### config.mk
export PLATFORM = sky130hd
export DESIGN_NAME = scalar_kalman_filter
export DESIGN_NICKNAME = d
export VERILOG_FILES = /design/src/rtl/skf_pkg.sv /design/src/rtl/scalar_kalman_filter.sv /design/src/rtl/skf_serdiv.sv /design/src/rtl/skf_sermul.sv
export SDC_FILE = /design/constraint.sdc
export NUM_CORES = 1
export LEC_CHECK = 0
export ABC_CLOCK_PERIOD_IN_PS = 6280
export BUFFER_PORTS_ARGS = -buffer_cell sky130_fd_sc_hd__clkbuf_2
export CORE_MARGIN = 2
export CORE_UTILIZATION = 50
export DETAILED_ROUTE_END_ITERATION = 8
export PLACE_DENSITY = 0.67
export SYNTH_ARGS = -nofsm -noshare
export SYNTH_HDL_FRONTEND = slang
export SYNTH_SLANG_ARGS = --single-unit
### constraint.sdc
create_clock -name i_clk -period 6.28 [get_ports i_clk]
set_input_delay 1.256 -clock i_clk [delete_from_list [all_inputs] [get_ports i_clk]]
set_output_delay 1.256 -clock i_clk [all_outputs]
set_load 0.1 [all_outputs]
### src/rtl/skf_pkg.sv
// ----------------------------------------------------------------------------
// Scalar Kalman filter package
// Widths, register indexes, modes, reset values and the control type shared
// by the filter and its bit-serial arithmetic units.
// ----------------------------------------------------------------------------
package skf_pkg;

    // Q16.16 data
    localparam int DATA_W   = 32;
    localparam int FRAC_W   = 16;
    // gain in [0, 1.0]: one integer bit above the fraction
    localparam int GAIN_W   = FRAC_W + 1;
    // innovation magnitude and P+R both need one extra bit
    localparam int MAG_W    = DATA_W + 1;
    // product shifted right by the fraction width
    localparam int SCALED_W = MAG_W + 1;
    // one serial step per gain bit, for both division and multiplication
    localparam int STEPS    = GAIN_W;
    localparam int STEP_W   = $clog2(STEPS);
    localparam int COUNT_W  = 32;
    localparam int CFG_IDX_W = 2;
    localparam int MODE_W   = 2;

    localparam logic [GAIN_W-1:0] ONE_Q = GAIN_W'(1) << FRAC_W;

    // configuration register indexes
    localparam logic [CFG_IDX_W-1:0] REG_INIT_EST = 2'd0;
    localparam logic [CFG_IDX_W-1:0] REG_INIT_COV = 2'd1;
    localparam logic [CFG_IDX_W-1:0] REG_PROC_NOISE = 2'd2;
    localparam logic [CFG_IDX_W-1:0] REG_MEAS_NOISE = 2'd3;

    // request modes
    localparam logic [MODE_W-1:0] MODE_PRED_UPD = 2'd0;
    localparam logic [MODE_W-1:0] MODE_PRED     = 2'd1;
    localparam logic [MODE_W-1:0] MODE_UPD      = 2'd2;
    localparam logic [MODE_W-1:0] MODE_NONE     = 2'd3;

    // reset values
    localparam logic [DATA_W-1:0] RESET_ESTIMATE   = 32'd0;
    localparam logic [DATA_W-1:0] RESET_COVARIANCE = 32'd65536;
    localparam logic [DATA_W-1:0] RESET_PROC_NOISE = 32'd655;
    localparam logic [DATA_W-1:0] RESET_MEAS_NOISE = 32'd65536;

    // load / step strobes for a serial unit
    typedef struct packed {
        logic load;
        logic step;
    } t_ser_ctrl;

endpackage

### src/rtl/scalar_kalman_filter.sv
// One request at a time: a new request is taken only after the result of the
// last one is loaded into the output register. An update runs the serial
// divider (17 steps) then the serial multipliers (17 steps), one gain bit per
// cycle each.
// Reset (synchronous, active low) restores registers to their defaults and
// the state to estimate 0, covariance 1.0 and a zero update count.
// ----------------------------------------------------------------------------
// Scalar Kalman filter
// Constant-state 1-D filter in Q16.16: predict grows P by Q (saturating),
// update applies gain P/(P+R) to estimate and covariance.
// ----------------------------------------------------------------------------
module scalar_kalman_filter (
    input  logic                              i_clk,
    input  logic                              i_rst_n,
    // configuration writes
    input  logic                              i_cfg_valid,
    output logic                              o_cfg_ready,
    input  logic [skf_pkg::CFG_IDX_W-1:0]     i_cfg_index,
    input  logic [skf_pkg::DATA_W-1:0]        i_cfg_data,
    // request channel
    input  logic                              i_in_valid,
    output logic                              o_in_ready,
    input  logic [skf_pkg::MODE_W-1:0]        i_mode,
    input  logic signed [skf_pkg::DATA_W-1:0] i_measurement,
    // result channel
    output logic                              o_out_valid,
    input  logic                              i_out_ready,
    output logic signed [skf_pkg::DATA_W-1:0] o_estimate,
    output logic [skf_pkg::DATA_W-1:0]        o_covariance,
    output logic [skf_pkg::COUNT_W-1:0]       o_update_count
);

    localparam logic [2:0] ST_IDLE  = 3'd0;
    localparam logic [2:0] ST_PRED  = 3'd1;
    localparam logic [2:0] ST_SETUP = 3'd2;
    localparam logic [2:0] ST_DIV   = 3'd3;
    localparam logic [2:0] ST_GAIN  = 3'd4;
    localparam logic [2:0] ST_MUL   = 3'd5;
    localparam logic [2:0] ST_FIN   = 3'd6;
    localparam logic [2:0] ST_DONE  = 3'd7;

    localparam logic [skf_pkg::STEP_W-1:0] LAST_STEP = skf_pkg::STEP_W'(skf_pkg::STEPS - 1);

    logic [2:0]                        r_state, n_state;
    logic [skf_pkg::STEP_W-1:0]        r_cnt;
    logic [skf_pkg::MODE_W-1:0]        r_mode;
    logic [skf_pkg::DATA_W-1:0]        r_meas;
    logic [skf_pkg::DATA_W-1:0]        r_est;
    logic [skf_pkg::DATA_W-1:0]        r_cov;
    logic [skf_pkg::COUNT_W-1:0]       r_updates;
    logic [skf_pkg::DATA_W-1:0]        r_q;
    logic [skf_pkg::DATA_W-1:0]        r_r;
    logic [skf_pkg::MAG_W-1:0]         r_innov;
    logic                              r_s_zero;
    logic                              r_out_valid;
    logic [skf_pkg::DATA_W-1:0]        r_out_est;
    logic [skf_pkg::DATA_W-1:0]        r_out_cov;
    logic [skf_pkg::COUNT_W-1:0]       r_out_cnt;

    skf_pkg::t_ser_ctrl                div_ctrl;
    skf_pkg::t_ser_ctrl                mul_ctrl;
    logic [skf_pkg::MAG_W-1:0]         pred_sum;
    logic [skf_pkg::MAG_W-1:0]         s_sum;
    logic [skf_pkg::MAG_W-1:0]         innov;
    logic [skf_pkg::MAG_W-1:0]         mag;
    logic [skf_pkg::GAIN_W-1:0]        quot;
    logic [skf_pkg::GAIN_W-1:0]        gain;
    logic [skf_pkg::GAIN_W-1:0]        one_minus_gain;
    logic [skf_pkg::SCALED_W-1:0]      delta_scaled;
    logic [skf_pkg::SCALED_W-1:0]      cov_scaled;
    logic [skf_pkg::MAG_W-1:0]         est_ext;
    logic [skf_pkg::MAG_W-1:0]         est_new;
    logic                              accept;
    logic                              out_load;
    logic                              do_update;

    assign o_cfg_ready = 1'b1;
    assign o_in_ready  = (r_state == ST_IDLE);
    assign accept      = i_in_valid && o_in_ready;
    assign out_load    = (r_state == ST_DONE) && (!r_out_valid || i_out_ready);
    assign do_update   = (r_mode == skf_pkg::MODE_PRED_UPD) || (r_mode == skf_pkg::MODE_UPD);

    // datapath arithmetic, all combinational
    always_comb begin
        pred_sum       = {1'b0, r_cov} + {1'b0, r_q};
        s_sum          = {1'b0, r_cov} + {1'b0, r_r};
        innov          = {r_meas[skf_pkg::DATA_W-1], r_meas} -
                         {r_est[skf_pkg::DATA_W-1], r_est};
        mag            = r_innov[skf_pkg::MAG_W-1] ? (~r_innov + 1'b1) : r_innov;
        gain           = r_s_zero ? '0 : quot;
        one_minus_gain = skf_pkg::ONE_Q - gain;
        est_ext        = {r_est[skf_pkg::DATA_W-1], r_est};
        // new estimate lies between x and z, so the low bits hold it
        est_new        = r_innov[skf_pkg::MAG_W-1]
                       ? est_ext - delta_scaled[skf_pkg::MAG_W-1:0]
                       : est_ext + delta_scaled[skf_pkg::MAG_W-1:0];
    end

    // serial unit strobes
    always_comb begin
        div_ctrl.load = (r_state == ST_SETUP);
        div_ctrl.step = (r_state == ST_DIV);
        mul_ctrl.load = (r_state == ST_GAIN);
        mul_ctrl.step = (r_state == ST_MUL);
    end

    skf_serdiv u_div (
        .i_clk  (i_clk),
        .i_ctrl (div_ctrl),
        .i_num  (r_cov),
        .i_den  (s_sum),
        .o_quot (quot)
    );

    // gain times innovation magnitude
    skf_sermul u_mul_est (
        .i_clk    (i_clk),
        .i_ctrl   (mul_ctrl),
        .i_mcand  (mag),
        .i_mplier (gain),
        .o_scaled (delta_scaled)
    );

    // covariance times one minus gain
    skf_sermul u_mul_cov (
        .i_clk    (i_clk),
        .i_ctrl   (mul_ctrl),
        .i_mcand  ({1'b0, r_cov}),
        .i_mplier (one_minus_gain),
        .o_scaled (cov_scaled)
    );

    // sequencer
    always_comb begin
        n_state = r_state;
        case (r_state)
            ST_IDLE: begin
                if (accept) begin
                    case (i_mode)
                        skf_pkg::MODE_PRED_UPD: n_state = ST_PRED;
                        skf_pkg::MODE_PRED:     n_state = ST_PRED;
                        skf_pkg::MODE_UPD:      n_state = ST_SETUP;
                        default:                n_state = ST_DONE;
                    endcase
                end
            end
            ST_PRED:  n_state = do_update ? ST_SETUP : ST_DONE;
            ST_SETUP: n_state = ST_DIV;
            ST_DIV:   n_state = (r_cnt == LAST_STEP) ? ST_GAIN : ST_DIV;
            ST_GAIN:  n_state = ST_MUL;
            ST_MUL:   n_state = (r_cnt == LAST_STEP) ? ST_FIN : ST_MUL;
            ST_FIN:   n_state = ST_DONE;
            ST_DONE:  n_state = out_load ? ST_IDLE : ST_DONE;
            default:  n_state = ST_IDLE;
        endcase
    end

    // control state
    always_ff @(posedge i_clk) begin
        if (!i_rst_n) begin
            r_state     <= ST_IDLE;
            r_cnt       <= '0;
            r_out_valid <= 1'b0;
        end else begin
            r_state <= n_state;
            if (r_state == ST_DIV || r_state == ST_MUL) begin
                r_cnt <= (r_cnt == LAST_STEP) ? '0 : r_cnt + 1'b1;
            end
            if (out_load) begin
                r_out_valid <= 1'b1;
            end else if (i_out_ready) begin
                r_out_valid <= 1'b0;
            end
        end
    end

    // filter state and noise registers; writes to the initial-value indexes
    // are ignored and reset loads the default values into the state,
    // so the state always restarts from the default values
    always_ff @(posedge i_clk) begin
        if (!i_rst_n) begin
            r_est     <= skf_pkg::RESET_ESTIMATE;
            r_cov     <= skf_pkg::RESET_COVARIANCE;
            r_updates <= '0;
            r_q       <= skf_pkg::RESET_PROC_NOISE;
            r_r       <= skf_pkg::RESET_MEAS_NOISE;
        end else begin
            if (i_cfg_valid) begin
                case (i_cfg_index)
                    skf_pkg::REG_PROC_NOISE: r_q <= i_cfg_data;
                    skf_pkg::REG_MEAS_NOISE: r_r <= i_cfg_data;
                    default: ;
                endcase
            end
            if (r_state == ST_PRED) begin
                // saturate at full scale
                r_cov <= pred_sum[skf_pkg::DATA_W] ? '1 : pred_sum[skf_pkg::DATA_W-1:0];
            end
            if (r_state == ST_FIN) begin
                r_est     <= est_new[skf_pkg::DATA_W-1:0];
                r_cov     <= cov_scaled[skf_pkg::DATA_W-1:0];
                r_updates <= r_updates + 1'b1;
            end
        end
    end

    // request capture and per-update working values
    always_ff @(posedge i_clk) begin
        if (accept) begin
            r_mode <= i_mode;
            r_meas <= i_measurement;
        end
        if (r_state == ST_SETUP) begin
            r_innov  <= innov;
            r_s_zero <= (s_sum == '0);
        end
        if (out_load) begin
            r_out_est <= r_est;
            r_out_cov <= r_cov;
            r_out_cnt <= r_updates;
        end
    end

    assign o_out_valid    = r_out_valid;
    assign o_estimate     = r_out_est;
    assign o_covariance   = r_out_cov;
    assign o_update_count = r_out_cnt;

endmodule

### src/rtl/skf_serdiv.sv
// ----------------------------------------------------------------------------
// Serial gain divider
// Restoring division producing P * 2^FRAC / S, one quotient bit per step.
// The first step compares without shifting, giving the integer bit.
// ----------------------------------------------------------------------------
module skf_serdiv (
    input  logic                          i_clk,
    input  skf_pkg::t_ser_ctrl            i_ctrl,
    input  logic [skf_pkg::DATA_W-1:0]    i_num,
    input  logic [skf_pkg::MAG_W-1:0]     i_den,
    output logic [skf_pkg::GAIN_W-1:0]    o_quot
);

    logic [skf_pkg::MAG_W-1:0]  r_rem;
    logic [skf_pkg::MAG_W-1:0]  r_den;
    logic [skf_pkg::GAIN_W-1:0] r_quot;
    logic                       r_first;

    logic [skf_pkg::MAG_W:0]    trial;
    logic [skf_pkg::MAG_W:0]    diff;
    logic                       fits;

    // trial remainder and compare
    always_comb begin
        trial = r_first ? {1'b0, r_rem} : {r_rem, 1'b0};
        diff  = trial - {1'b0, r_den};
        fits  = trial >= {1'b0, r_den};
    end

    always_ff @(posedge i_clk) begin
        if (i_ctrl.load) begin
            r_rem   <= {1'b0, i_num};
            r_den   <= i_den;
            r_quot  <= '0;
            r_first <= 1'b1;
        end else if (i_ctrl.step) begin
            // remainder stays below the divisor, so it fits MAG_W bits
            r_rem   <= fits ? diff[skf_pkg::MAG_W-1:0] : trial[skf_pkg::MAG_W-1:0];
            r_quot  <= {r_quot[skf_pkg::GAIN_W-2:0], fits};
            r_first <= 1'b0;
        end
    end

    assign o_quot = r_quot;

endmodule

### src/rtl/skf_sermul.sv
// ----------------------------------------------------------------------------
// Serial Q multiplier
// Shift-add multiply, one multiplier bit per step, LSB first. The result is
// the product shifted right by the fraction width, truncated.
// ----------------------------------------------------------------------------
module skf_sermul (
    input  logic                            i_clk,
    input  skf_pkg::t_ser_ctrl              i_ctrl,
    input  logic [skf_pkg::MAG_W-1:0]       i_mcand,
    input  logic [skf_pkg::GAIN_W-1:0]      i_mplier,
    output logic [skf_pkg::SCALED_W-1:0]    o_scaled
);

    logic [skf_pkg::MAG_W-1:0]  r_mcand;
    logic [skf_pkg::GAIN_W-1:0] r_mplier;
    logic [skf_pkg::MAG_W-1:0]  r_hi;
    logic [skf_pkg::GAIN_W-1:0] r_lo;

    logic [skf_pkg::MAG_W:0]    sum;

    // partial sum for the current multiplier bit
    always_comb begin
        sum = {1'b0, r_hi} + (r_mplier[0] ? {1'b0, r_mcand} : '0);
    end

    always_ff @(posedge i_clk) begin
        if (i_ctrl.load) begin
            r_mcand  <= i_mcand;
            r_mplier <= i_mplier;
            r_hi     <= '0;
            r_lo     <= '0;
        end else if (i_ctrl.step) begin
            // shift the product right, low bits spill into r_lo
            r_hi     <= sum[skf_pkg::MAG_W:1];
            r_lo     <= {sum[0], r_lo[skf_pkg::GAIN_W-1:1]};
            r_mplier <= r_mplier >> 1;
        end
    end

    assign o_scaled = {r_hi, r_lo[skf_pkg::GAIN_W-1:skf_pkg::FRAC_W]};

endmodule

==> impl_metrics.toml <==
[timing]
min_period_ns = 4.704
fmaxAchievable_mhz = 212.6
clock_skew_ns = 0.02326
rsz0062_at_grt = "false"
timing_max_transition_violations_final = 0
finalSetupViolCount = 0
post-route-period-util = 0.7490
report.final.hold_viol_count = 0
max_slew_margin = 0.2368
worst_pin_slew_ns = 1.145
total_negative_setup_slacks_ns = 0

[place]
detailedPlacementHpwl_um = 59460
gpl.final_weighted_congestion = 0.9078
port-buffer-count = 170

[cts]
clock-root-buffer = "sky130_fd_sc_hd__clkbuf_16"
clk_pin_slew_ns = 0.06
post_cts_hold_buffer_count = 0
numClockSinks = 583
cts_resized = 0
worstSkewPairLatency_ns = 0.61
cts_htree_levels = 3
cts-root-to-sink-buffers = 3
cts_setup_buffers = 0
clock_tree_from_tritoncts = "yes"
cts-buffers-inserted = 68

[logic_synthesis]
synthesis.nets = 3955
post_synth_num_cell_types = 87
largest_family_of_logic_cells_by_synthesized_area = "compound AO/OA/AOI/OAI gates"
synth_cells = 3644
yosysWarnings = 0
synth.area.mux_share = 0.02212
yosysSeqAreaShare = 0.4374
synth_xor_area_frac = 0.06969
async_flop_share = 0
compound_gate_fraction_of_synth_area = 0.1825
synth.ff_latch_count = 583
yosys.area_share.simple = 0.1686
synth_enable_flop_cells = 327
post_synth_instance_area_mm2 = 0.03417
synth-main-ff-cell = "sky130_fd_sc_hd__edfxtp_1"
synthesized_area_fraction_occupied_by_adder_cells = 0.08870
synth_area_per_cell_um2 = 9.376

[drt]
dr_wl_met3_um = 4284
routed_wire_length_per_instance_um = 17.97
routed-via-count = 26779
dr.pass1.iters = 5
detail-route-antenna-nets = 0
wl_um = 84500
metal2_wl_um = 38960
top_layer_used = "met5"
drt_iter0_drc = 1871
vias_per_cell = 5.695
routed_met1_length_um = 38930
route.detailed.drc = 0

[worst_hold_path]
hold_class = "flip-flop to flip-flop"
worstHoldPathCells = 2

[worst_setup_path]
critPathMaxStageDelay_ns = 0.79
critical-path-top-cell-by-count = "sky130_fd_sc_hd__a21oi_1"
critical_path_peak_fanout = 36
timing.reg2reg.worst_path_depth = 11
cp.required_ns = 6.60
path_cells = "buf_4, mux2_2, ha_1, nand4_1, or2_2, o311ai_2, o2111ai_1, a21oi_1, a211o_2, mux2i_1, a21oi_1"
criticalPathCategory = "flip-flop to flip-flop"
critPathCaptureType = "flip-flop"
worst_path_max_delay_cell = "sky130_fd_sc_hd__a211o_2"
worstSetupStartpointType = "flip-flop"
worstPathArrival_ns = 5.02

[floorplan]
die_width_um = 265.4
design.die.area_mm2 = 0.07044
initial_utilization = 0.5070
die_y_um = 265.4
core_area_mm2 = 0.06740
rows = 95
design.portCount = 172

[job]
maxCapViolCount = 0

[global_routing]
globalRouteTotalUtil = 0.2373
grt_antenna_before_repair = 1
grt_max_degree = 88
grt_first_pass_wirelength_um = 134800
grt_pass1_vias = 25381
congestion_overflow_gr = 0

[power]
pwr-share-clk = 0.249
switching_power_as_a_share_of_total_power = 0.3708
comb_power_share = 0.414
power_total_mw = 15.47
power_report.internal_total_mw = 9.735
static-leakage-power_nw = 15.58
switching_power_mw = 5.738
power-per-cell-area_mw_per_mm2 = 407.4
power_frac_seq = 0.337
peakVddDrop_v = 0.0002579

[layout]
layout_commonest_cell = "sky130_fd_sc_hd__nand2_1"
number_of_nets_in_the_finished_design = 4087
antenna_cells_inserted = 0
layout_common_cells = "475 x sky130_fd_sc_hd__nand2_1, 327 x sky130_fd_sc_hd__edfxtp_1, 302 x sky130_fd_sc_hd__a21oi_1"
synthToLayoutAreaGrowth_pct = 11.17
layout-drive-gt1-share = 0.09976

[status]
status = "completed"
metrics by stage:
step | hold WS, ns | instance area (um^2) | utilization | instances | setup WS (ns)
floorplan | 0.4214 | 34170 | - | 3644 | 0.4046
global placement | 0.4408 | 35840 | 0.5318 | 4579 | 1.671
detailed placement | 0.4419 | 35840 | 0.5318 | 4579 | 1.640
CTS | 0.4510 | 37980 | 0.5636 | 4702 | 1.584
global route | 0.4784 | 37980 | 0.5636 | 4702 | 1.275
finish | 0.4523 | 37980 | 0.5636 | 4702 | 1.576
worst paths after layout:
check,slack (ns),end,from
setup / recovery,1.58,u_div.r_rem[25],u_div.r_first
hold / removal,0.45,u_mul_cov.r_hi[32],u_mul_cov.r_hi[32]
setup reg to reg,1.58,u_div.r_rem[25],u_div.r_first
hold reg to reg,0.45,u_mul_cov.r_hi[32],u_mul_cov.r_hi[32]
registers in the layout, indices dropped and copies added, names as in the netlist, 33 cells and up:
signal	count
u_div.r_rem	33
u_div.r_den	33
u_mul_est.r_mcand	33
u_mul_est.r_hi	33
r_innov	33
u_mul_cov.r_hi	33
layer usage:
layer	up-vias	GRT usage
met5	-	0
met4	2	0.08337
met3	143	0.03388
met2	626	0.3892
met1	12656	0.3209
li1	13352	-
final cells by class:
class | count | area [um^2]
sequential | 583 | 14940
tap | 873 | 1092
multi-input combinational | 2785 | 18210
inverter | 138 | 521.8
clock buffer | 94 | 1913
timing repair buffer | 200 | 1079
fill | 5980 | 29410
clock inverter | 29 | 226.5
synthesized netlist by cell type (8+ instances only):
master | count | share of area
sky130_fd_sc_hd__o21ai_0 | 198 | 0.029
sky130_fd_sc_hd__edfxtp_1 | 327 | 0.29
sky130_fd_sc_hd__o211ai_1 | 31 | 0.0068
sky130_fd_sc_hd__nor2b_1 | 29 | 0.0053
sky130_fd_sc_hd__or3_1 | 28 | 0.0051
sky130_fd_sc_hd__o21a_1 | 28 | 0.0062
sky130_fd_sc_hd__nand2_1 | 477 | 0.052
sky130_fd_sc_hd__or2_2 | 16 | 0.0029
sky130_fd_sc_hd__xnor2_1 | 197 | 0.050
sky130_fd_sc_hd__o31ai_1 | 18 | 0.0040
sky130_fd_sc_hd__o221ai_1 | 9 | 0.0023
sky130_fd_sc_hd__nand3b_1 | 8 | 0.0018
sky130_fd_sc_hd__nor4_1 | 18 | 0.0033
sky130_fd_sc_hd__a21o_1 | 111 | 0.024
sky130_fd_sc_hd__a211oi_1 | 41 | 0.0090
sky130_fd_sc_hd__nor2_1 | 245 | 0.027
sky130_fd_sc_hd__o21ai_1 | 18 | 0.0026
sky130_fd_sc_hd__nand2b_1 | 42 | 0.0077
sky130_fd_sc_hd__mux2_2 | 34 | 0.011
sky130_fd_sc_hd__nand4_1 | 19 | 0.0035
sky130_fd_sc_hd__a31oi_1 | 28 | 0.0051
sky130_fd_sc_hd__clkbuf_1 | 118 | 0.013
sky130_fd_sc_hd__nor3_1 | 53 | 0.0078
sky130_fd_sc_hd__and3_1 | 34 | 0.0062
sky130_fd_sc_hd__inv_1 | 134 | 0.015
sky130_fd_sc_hd__a21boi_0 | 76 | 0.017
sky130_fd_sc_hd__a21oi_1 | 302 | 0.044
sky130_fd_sc_hd__and2_1 | 130 | 0.024
sky130_fd_sc_hd__ha_1 | 231 | 0.085
sky130_fd_sc_hd__mux2i_1 | 35 | 0.010
sky130_fd_sc_hd__buf_1 | 14 | 0.0015
sky130_fd_sc_hd__dfxtp_1 | 256 | 0.15
sky130_fd_sc_hd__nand3_1 | 95 | 0.014
sky130_fd_sc_hd__o21bai_1 | 28 | 0.0062
sky130_fd_sc_hd__o41ai_1 | 12 | 0.0031
sky130_fd_sc_hd__a211o_1 | 9 | 0.0023
sky130_fd_sc_hd__o31a_1 | 9 | 0.0023
sky130_fd_sc_hd__xor2_1 | 73 | 0.019
worst max-delay path: cells and delay by family (launching register included):
kind                       cells  cell delay [ns]
DFF                            1             0.60
buffers and inverters          1             0.43
adders and majority gates      1             0.37
muxes                          2             0.70
AOI/OAI and AO/OA              5             1.75
and+or+nand+nor                2             0.51
power by group through the flow:
stage | registers (mW) | logic, mW | clock network [mW]
after floorplan | 5.12 | 5.16 | 0
after global placement | 5.29 | 6.26 | 0
after detailed placement | 5.29 | 6.33 | 0
after CTS | 5.21 | 6.38 | 3.93
after global routing | 5.28 | 7.18 | 4.07
final | 5.21 | 6.41 | 3.85
kinds of logic (layout without fill, tap and decap cells):
group | count (synthesis) | after routing
xor+xnor | 271 | 271
flops | 583 | 583
simple gates | 1222 | 1222
other cells | 1 | 1
mux | 71 | 71
compound gates | 982 | 982
buf+inv | 276 | 461
fa+ha+maj | 238 | 238
(Power assumes the default switching activity.)
